## config.mk

```make
export PLATFORM = sky130hd
export DESIGN_NAME = rpot_cell
export DESIGN_NICKNAME = d
export VERILOG_FILES = /design/src/rtl/rpot_pkg.sv /design/src/rtl/rpot_cell.sv
export SDC_FILE = /design/constraint.sdc
export NUM_CORES = 1
export LEC_CHECK = 0
export BUFFER_PORTS_ARGS = -buffer_cell sky130_fd_sc_hd__buf_2
export CAP_MARGIN = 5
export CORE_MARGIN = 2
export CORE_UTILIZATION = 45
export CTS_BUF_LIST = sky130_fd_sc_hd__clkbuf_8
export CTS_CLUSTER_SIZE = 16
export DETAILED_ROUTE_END_ITERATION = 8
export GPL_TIMING_DRIVEN = 0
export PLACE_DENSITY = 0.78
export SYNTH_ARGS = -nofsm -noshare
export SYNTH_HDL_FRONTEND = slang
export SYNTH_SLANG_ARGS = --single-unit
```

## constraint.sdc

```tcl
create_clock -name clk -period 4.8 [get_ports clk]
set_input_delay 0.72 -clock clk [delete_from_list [all_inputs] [get_ports clk]]
set_output_delay 0.72 -clock clk [all_outputs]
set_load 0.05 [all_outputs]
```

## src/rtl/rpot_pkg.sv

```systemverilog
`default_nettype none
// ----------------------------------------------------------------------------
// rpot_pkg
// shared types and constants for the first-write range paint segment tree
// ----------------------------------------------------------------------------
package rpot_pkg;

	localparam int FIELD_W = 11;
	localparam int MARK_W = 11;
	localparam int POS_W = FIELD_W + 1;
	localparam int MAX_POSITIONS_DEF = 1024;
	localparam logic [FIELD_W-1:0] POSITION_COUNT_RST = 11'd1024;

	typedef enum logic [0:0] {
		MODE_PAINT = 1'b0,
		MODE_READ  = 1'b1
	} mode_t;

	typedef enum logic [2:0] {
		ST_CLEAR,
		ST_IDLE,
		ST_LOAD,
		ST_WALK,
		ST_REPLY
	} state_t;

	typedef struct packed {
		mode_t              mode;
		logic [FIELD_W-1:0] first_position;
		logic [FIELD_W-1:0] last_position;
		logic [FIELD_W-1:0] winner;
		logic [FIELD_W-1:0] read_position;
	} req_t;

	typedef struct packed {
		logic [FIELD_W-1:0] position_mark;
		logic [FIELD_W-1:0] echo_position;
	} rsp_t;

	// token walking down the level chain
	typedef struct packed {
		logic              vld;
		logic              is_read;
		logic              live;
		logic              reach_a;
		logic              reach_b;
		logic [MARK_W-1:0] mark;
		logic [MARK_W-1:0] val;
	} tok_t;

endpackage
`default_nettype wire

```

## src/rtl/rpot_cell.sv

```systemverilog
`default_nettype none
// ----------------------------------------------------------------------------
// rpot_cell
// one tree level: node marks stored as sibling pairs, boundary path update
// ----------------------------------------------------------------------------
module rpot_cell #(
	parameter int LEVEL  = 0,
	parameter int LEAF_W = 10
) (
	input  wire logic                clk,
	input  wire logic                arst_n,
	input  wire logic                rd_en,
	input  wire logic [LEAF_W-1:0]   a0,
	input  wire logic [LEAF_W-1:0]   b0,
	input  wire logic                clr_en,
	input  wire logic [LEAF_W-1:0]   clr_row,
	input  wire rpot_pkg::tok_t      tok_in,
	output rpot_pkg::tok_t           tok_out
);

	localparam int MW = rpot_pkg::MARK_W;
	localparam int RW = (LEVEL > 1) ? LEVEL - 1 : 1;
	localparam int ROWS = 2 ** RW;
	localparam int SHIFT = LEAF_W - LEVEL;
	localparam logic [LEAF_W-1:0] LOW_MASK = {LEAF_W{1'b1}} >> LEVEL;
	localparam logic [LEAF_W-1:0] ONE = LEAF_W'(1);

	logic [2*MW-1:0] mem [ROWS];
	logic [2*MW-1:0] rd_a_q;
	logic [2*MW-1:0] rd_b_q;

	logic [LEAF_W-1:0] idx_a;
	logic [LEAF_W-1:0] idx_b;
	logic [RW-1:0]     row_a;
	logic [RW-1:0]     row_b;
	logic              h_a;
	logic              h_b;
	logic [MW-1:0]     mark_na;
	logic [MW-1:0]     mark_nb;
	logic              full_a;
	logic              full_b;
	logic              paint;
	logic              set_na;
	logic              set_sa;
	logic              set_nb;
	logic              set_sb;
	logic              same_row;
	logic              a_lo;
	logic              a_hi;
	logic              b_lo;
	logic              b_hi;
	logic [2*MW-1:0]   new_a;
	logic [2*MW-1:0]   new_b;

	logic              wr_en;
	logic [RW-1:0]     wr_row;
	logic [2*MW-1:0]   wr_data;

	logic              pend_vld_q;
	logic [RW-1:0]     pend_row_q;
	logic [2*MW-1:0]   pend_data_q;
	rpot_pkg::tok_t    tok_q;
	rpot_pkg::tok_t    tok_d;

	// node geometry at this level
	assign idx_a = a0 >> SHIFT;
	assign idx_b = b0 >> SHIFT;
	assign row_a = RW'(idx_a >> 1);
	assign row_b = RW'(idx_b >> 1);
	assign h_a = idx_a[0];
	assign h_b = idx_b[0];
	assign same_row = (row_a == row_b);

	always_ff @(posedge clk) begin
		if (rd_en) begin
			rd_a_q <= mem[row_a];
			rd_b_q <= mem[row_b];
		end
	end

	always_ff @(posedge clk) begin
		if (wr_en) begin
			mem[wr_row] <= wr_data;
		end
	end

	always_comb begin
		mark_na = h_a ? rd_a_q[2*MW-1:MW] : rd_a_q[MW-1:0];
		mark_nb = h_b ? rd_b_q[2*MW-1:MW] : rd_b_q[MW-1:0];
		full_a = ((a0 & LOW_MASK) == '0) && ((a0 | LOW_MASK) <= b0);
		full_b = ((b0 & LOW_MASK) == LOW_MASK) && ((b0 & ~LOW_MASK) >= a0);
		paint = tok_in.vld && !tok_in.is_read;

		set_na = paint && tok_in.reach_a && (mark_na == '0) && full_a;
		set_sa = paint && tok_in.reach_a && !h_a && (idx_b > (idx_a | ONE)) &&
			(rd_a_q[2*MW-1:MW] == '0);
		set_nb = paint && tok_in.reach_b && (mark_nb == '0) && full_b;
		set_sb = paint && tok_in.reach_b && h_b && (idx_a < (idx_b & ~ONE)) &&
			(rd_b_q[MW-1:0] == '0);

		a_lo = (!h_a && set_na) || (same_row && ((!h_b && set_nb) || set_sb));
		a_hi = (h_a && set_na) || set_sa || (same_row && h_b && set_nb);
		b_lo = !same_row && ((!h_b && set_nb) || set_sb);
		b_hi = !same_row && h_b && set_nb;

		new_a = {a_hi ? tok_in.mark : rd_a_q[2*MW-1:MW],
			a_lo ? tok_in.mark : rd_a_q[MW-1:0]};
		new_b = {b_hi ? tok_in.mark : rd_b_q[2*MW-1:MW],
			b_lo ? tok_in.mark : rd_b_q[MW-1:0]};

		tok_d = tok_in;
		tok_d.reach_a = tok_in.reach_a && (mark_na == '0) && !full_a;
		tok_d.reach_b = tok_in.reach_b && (mark_nb == '0) && !full_b;
		if (tok_in.vld && tok_in.is_read && tok_in.live && (mark_na != '0)) begin
			tok_d.val = mark_na;
		end
	end

	// single write port: clearing pass, boundary row a, then deferred row b
	always_comb begin
		wr_en = 1'b0;
		wr_row = row_a;
		wr_data = new_a;
		if (clr_en) begin
			wr_en = 1'b1;
			wr_row = RW'(clr_row);
			wr_data = '0;
		end else if (a_lo || a_hi) begin
			wr_en = 1'b1;
		end else if (pend_vld_q) begin
			wr_en = 1'b1;
			wr_row = pend_row_q;
			wr_data = pend_data_q;
		end
	end

	always_ff @(posedge clk or negedge arst_n) begin
		if (!arst_n) begin
			pend_vld_q <= 1'b0;
			tok_q <= '0;
		end else begin
			pend_vld_q <= b_lo || b_hi;
			tok_q <= tok_d;
		end
	end

	always_ff @(posedge clk) begin
		pend_row_q <= row_b;
		pend_data_q <= new_b;
	end

	assign tok_out = tok_q;

endmodule
`default_nettype wire

```

== Word-level counts from Yosys, hierarchy flattened ==
Memories as Yosys holds them, arrays and structs flattened. A register that Yosys moved wholly into a read port is not among the register bits.
Index checks and enable logic that the tools add are counted.

* Input bits: 61
* RAM bits: 44
* Output and inout bits: 27
* Register bits after elaboration: 27
* Memories kept: 1

* Magnitude comparators: 2
* Reduce and logical (&&, ||, !) cells: 23
* Muxes and demuxes: 8
* Eq/ne operators: 1

{| class="wikitable"
|+ Memory list
! memory !! depth !! bits a word !! read ports !! clocked after memory_dff !! wr ports !! RTL line !! RTL
|-
| mem || 2 || 22 || 1 || 1 || 1 || rpot_cell.sv:28 || <nowiki>logic [2*MW-1:0] mem [ROWS];</nowiki>
|}

{| class="wikitable"
|+ Operators with widths
! kind !! count
|-
| two-way mux 11 bit || 2
|-
| two-way mux 22 bit || 1
|-
| logical AND 1 bit || 16
|-
| zero test 11 bit || 1
|-
| nonzero test 11 bit || 1
|-
| equality test 10 bit, second input constant || 1
|-
| >= comparator 1 x 10 -> 1 bit, first input constant || 1
|-
| less-or-equal comparator 10 bit, first input constant || 1
|-
| zero test 10 bit || 1
|-
| two-way mux 1 bit || 5
|-
| zero test 1 bit || 3
|-
| logical OR 1 bit || 1
|}

== Longest topological paths before layout ==
* Depth after elaboration: 10
* Mapped depth: 5
* Mapped depth without buffers: 4

== Worst setup path after synthesis ==
Ideal clock, no wire load.

* Path kind: input to register
* Start point: input a0[1]
* End point: memory mem[0][0] (netlist name), enable pin
* Arrival time: 2.051 ns
* Setup slack: 2.368 ns
* Cell stages on the path: 5
* Setup time: 0.380 ns
* Path buffers: 1
* Path through: or4_4 -> nor2_4 -> nand4_2 -> buf_6 -> o21ai_1

* Longest elaborated chain between the ends: 8
* Elaborated cells between the ends (all ways): 11
* Classes of those cells: order compare: 1; mux: 4; reduce/logical: 6

{| class="wikitable"
|+ Ends and longest elaborated chain
! item !! RTL line !! RTL
|-
| from (decl) || rpot_cell.sv:13 || <nowiki>input wire logic [LEAF_W-1:0] a0,</nowiki>
|-
| >= comparator 1 x 10 -> 1 bit or zero test 10 bit (tied branches) || rpot_cell.sv:91, rpot_cell.sv:90 ||
|-
| logical AND 1 bit, on equally long branches || rpot_cell.sv:91, rpot_cell.sv:90 ||
|-
| logical AND 1 bit, on equally long branches || rpot_cell.sv:97, rpot_cell.sv:94 ||
|-
| logical OR 1 bit (*) || rpot_cell.sv:101 || <nowiki>a_lo = (!h_a && set_na) || (same_row && ((!h_b && set_nb) || set_sb));</nowiki>
|-
| two-way mux 1 bit (*) || rpot_cell.sv:128 || <nowiki>end else if (a_lo || a_hi) begin</nowiki>
|-
| two-way mux 1 bit (*) || rpot_cell.sv:124 || <nowiki>if (clr_en) begin</nowiki>
|-
| two-way mux 1 bit (*) || rpot_cell.sv:82 || <nowiki>if (wr_en) begin</nowiki>
|-
| two-way mux 1 bit (implied by the code) (*) || rpot_cell.sv:83 || <nowiki>mem[wr_row] <= wr_data;</nowiki>
|-
| to (decl) || rpot_cell.sv:28 ||
|}

Mark *: on every way between the ends. The rest lies on a longest branch, timed or not.

== Final worst setup path ==
* Start point: input a0[1]
* End point: memory mem[0][8] (netlist name), enable pin

Same word-level chain as after synthesis.

==> run_results.csv <==
group,metric,value,unit
worst_setup_path,crit-reg2reg-launch,"new_b[3]",
power_and_ir_drop,power_density,339,nW/um^2
place,dp_hpwl,2.78,mm
route,route.met3.wl,293,um
timing,hold_ws,418,ps
timing,rsz0062_at_grt,"false",
power_and_ir_drop,vdd_drop_max,146,uV
route,first_pass_iters,4,
place,place_ws,2020,ps
timing,clock.fmax,404,MHz
route,vias,1201,
synth,yosys_warnings,0,
timing,setup_ws,2330,ps
worst_setup_path,critPathMaxFanout,11,
worst_setup_path,cp_top_family,"simple AND/OR/NAND/NOR gates",
route,dr_wl_met2,1.93,mm
synth,synth_nets,167,
timing,slew-limit-headroom,0.294,
grt,grt_overflow,0,
synth,synth_top_area_share,0.369,
clock_tree,cts_num_sinks,49,
floorplan,die_x,67.8,um
synth,synth_cells,106,
timing,fin_tns_setup,0,ps
worst_setup_path,setup.worst_path.start_class,"primary input",
route,drt_wl_total,3.59,mm
clock_tree,cts-root-buf,"clkbuf_8",
timing,setup_violations,0,
grt,grt_pass1_vias,1235,
clock_tree,clk_path_buf_depth,2,
timing,period_needed,2470,ps
route,drt_iter0_markers,66,
power_and_ir_drop,p_leak,1.10,nW
synth,synth_area_leaders,"dfrtp_1 37%, edfxtp_1 36%, o2bb2ai_2 7.4%, mux2_1 6.8%, inv_1 2.5%",
floorplan,core,3970,um^2
worst_setup_path,crit_buf_inv,2,
floorplan,pin_count,88,
finish,fillers,328,
route,viasPerCell,4.96,
clock_tree,cts_max_level,2,
route,drc_errors,0,
finish,finalNonFillerCells,242,
grt,grt_usage,0.170,
route,highest_layer,"met4",
job,maxCapViolations,0,
worst_setup_path,cp_slowest_cell,"o21ai_1",
floorplan,rows,23,
floorplan,die_h,67.8,um
worst_setup_path,setup.reg_to_reg.worst_slack,2420,ps
clock_tree,clk_latency,290,ps
power_and_ir_drop,p_total,0.803,mW
floorplan,die_area,4590,um^2
timing,skew,5.23,ps
route,met1_length,1.33,mm
floorplan,start_util,0.461,
finish,fin_nets,252,
timing,final_max_slew_viol_count,0,
worst_setup_path,worstPathCellList,"buf_2, or4_4, nor2_4, nand4_2, buf_6, o21ai_1",
synth,yosysTopAreaCell,"dfrtp_1",
min_path,holdCritPathClass,"in -> async",
worst_setup_path,critPathKind,"in -> reg",
route,wl_per_cell,14.8,um
place,dp_cells,234,
place,portBuffers,78,
worst_setup_path,rr_worst_depth,5,
synth,syn_area,1830,um^2
synth,synth_cell_types,22,
worst_setup_path,cpPeakStageDelay,560,ps
grt,grt_pass1_wl,5.36,mm
clock_tree,hold_buffers,0,
finish,num_antenna_cells,0,
synth,ys_seq_area_frac,0.730,
finish,area_growth,29.3,%
timing,min_period_over_period,0.516,
timing,hold_violations,0,
synth,synth-seq-cells,49,
timing,worst_pin_slew,1050,ps
route,ant_nets,0,
clock_tree,cts_made_buffers,5,
worst_setup_path,critPathCaptureType,"flip-flop",
worst_setup_path,cp.required,4720,ps
clock_tree,cts_setup_buffers,0,
grt,grt_max_degree,28,
clock_tree,cts_tree,"yes",
place,place_congestion,0.798,
worst_setup_path,reg2reg_to,"mem[0][8]",
finish,drive_gt1_frac,0.526,
worst_setup_path,worstPathArrival,2390,ps
grt,antenna_found_initial,0,
synth,synth_area_per_cell,17.3,um^2
outcome,status,"finished, final reports clean",
clock_tree,post_cts_resized,0,
clock_tree,clkTransAtPathRegs,80,ps
-- stage by stage --
step | area [um^2] | utilization
after floorplan | 1830 | -
after global placement | 2280 | 0.575
after detailed placement | 2280 | 0.575
after CTS | 2370 | 0.596
after global routing | 2370 | 0.596
final | 2370 | 0.596
-- registers in the layout, summed over array words and instances (netlist names) --
signal	count
tok_out	27
new_b	11
mem	11
-- report_power, final --
group / switching [mW] / total [mW] / internal (mW)
Clock: 0.124 / 0.223 / 0.0989
Combinational: 0.0755 / 0.111 / 0.0355
Sequential: 0.00865 / 0.470 / 0.461
Total: 0.208 / 0.803 / 0.595
-- cell usage in the layout (no fill, tap or decap), types with 2 or more instances in the layout --
cell	n
buf_2	78
dfrtp_1	27
edfxtp_1	22
inv_1	13
mux2_1	11
o2bb2ai_2	9
clkbuf_8	5
and3_1	3
nor4_1	2
nor2_1	2
buf_6	2
nand4_1	2
or4_4	2
o2bb2ai_1	2
clkinv_2	2
-- synth_stat cells --
| cell type | n |
|---|---|
| mux2_1 | 11 |
| buf_1 | 1 |
| nor2_4 | 1 |
| nand4_1 | 2 |
| o2bb2ai_1 | 2 |
| edfxtp_1 | 22 |
| nor4b_1 | 1 |
| buf_6 | 2 |
| nand2_1 | 1 |
| o2bb2ai_2 | 9 |
| nor3_2 | 1 |
| o21ai_1 | 1 |
| inv_1 | 12 |
| and3_1 | 3 |
| nand3_1 | 1 |
| nor3_1 | 1 |
| nand4_2 | 1 |
| or4_4 | 2 |
| dfrtp_1 | 27 |
| nand4bb_1 | 1 |
| nor2_1 | 2 |
| nor4_1 | 2 |
-- worst max-delay path by stage --
stage	from	endpoint	slack, ps	depth (start not counted)
2_1_floorplan	a0[1]	mem[0][0]	2370	5
3_3_place_gp	a0[1]	mem[0][0]	2070	6
3_5_place_dp	a0[1]	mem[0][2]	2020	6
4_1_cts	a0[1]	mem[0][8]	2330	6
5_1_grt	a0[1]	mem[0][8]	2230	6
6_report	a0[1]	mem[0][8]	2330	6
-- cell type report --
class | count | area [um^2] | share of cell area
buffer | 3 | 26.3 | 0.0111
multi-input combinational | 42 | 423 | 0.179
clock inverter | 3 | 13.8 | 0.00582
clock buffer | 5 | 68.8 | 0.0291
tap | 50 | 62.6 | 0.0264
timing repair buffer | 78 | 390 | 0.165
sequential | 49 | 1340 | 0.565
inverter | 12 | 45.0 | 0.0190
-- layer usage --
layer	global-route usage	up-vias
met2	0.308	59
li1	-	563
met1	0.184	577
met3	0.0467	2
met5	0	-
met4	0.0750	0
-- logic make-up (layout without fill, tap and decap cells) --
family | after synthesis | in the layout | share of synthesized area
flops | 49 | 49 | 0.730
mux | 11 | 11 | 0.0677
compound gates | 12 | 12 | 0.0861
simple gates | 19 | 19 | 0.0772
buf+inv | 15 | 101 | 0.0390
No activity file was read; power rests on OpenSTA's default activity.
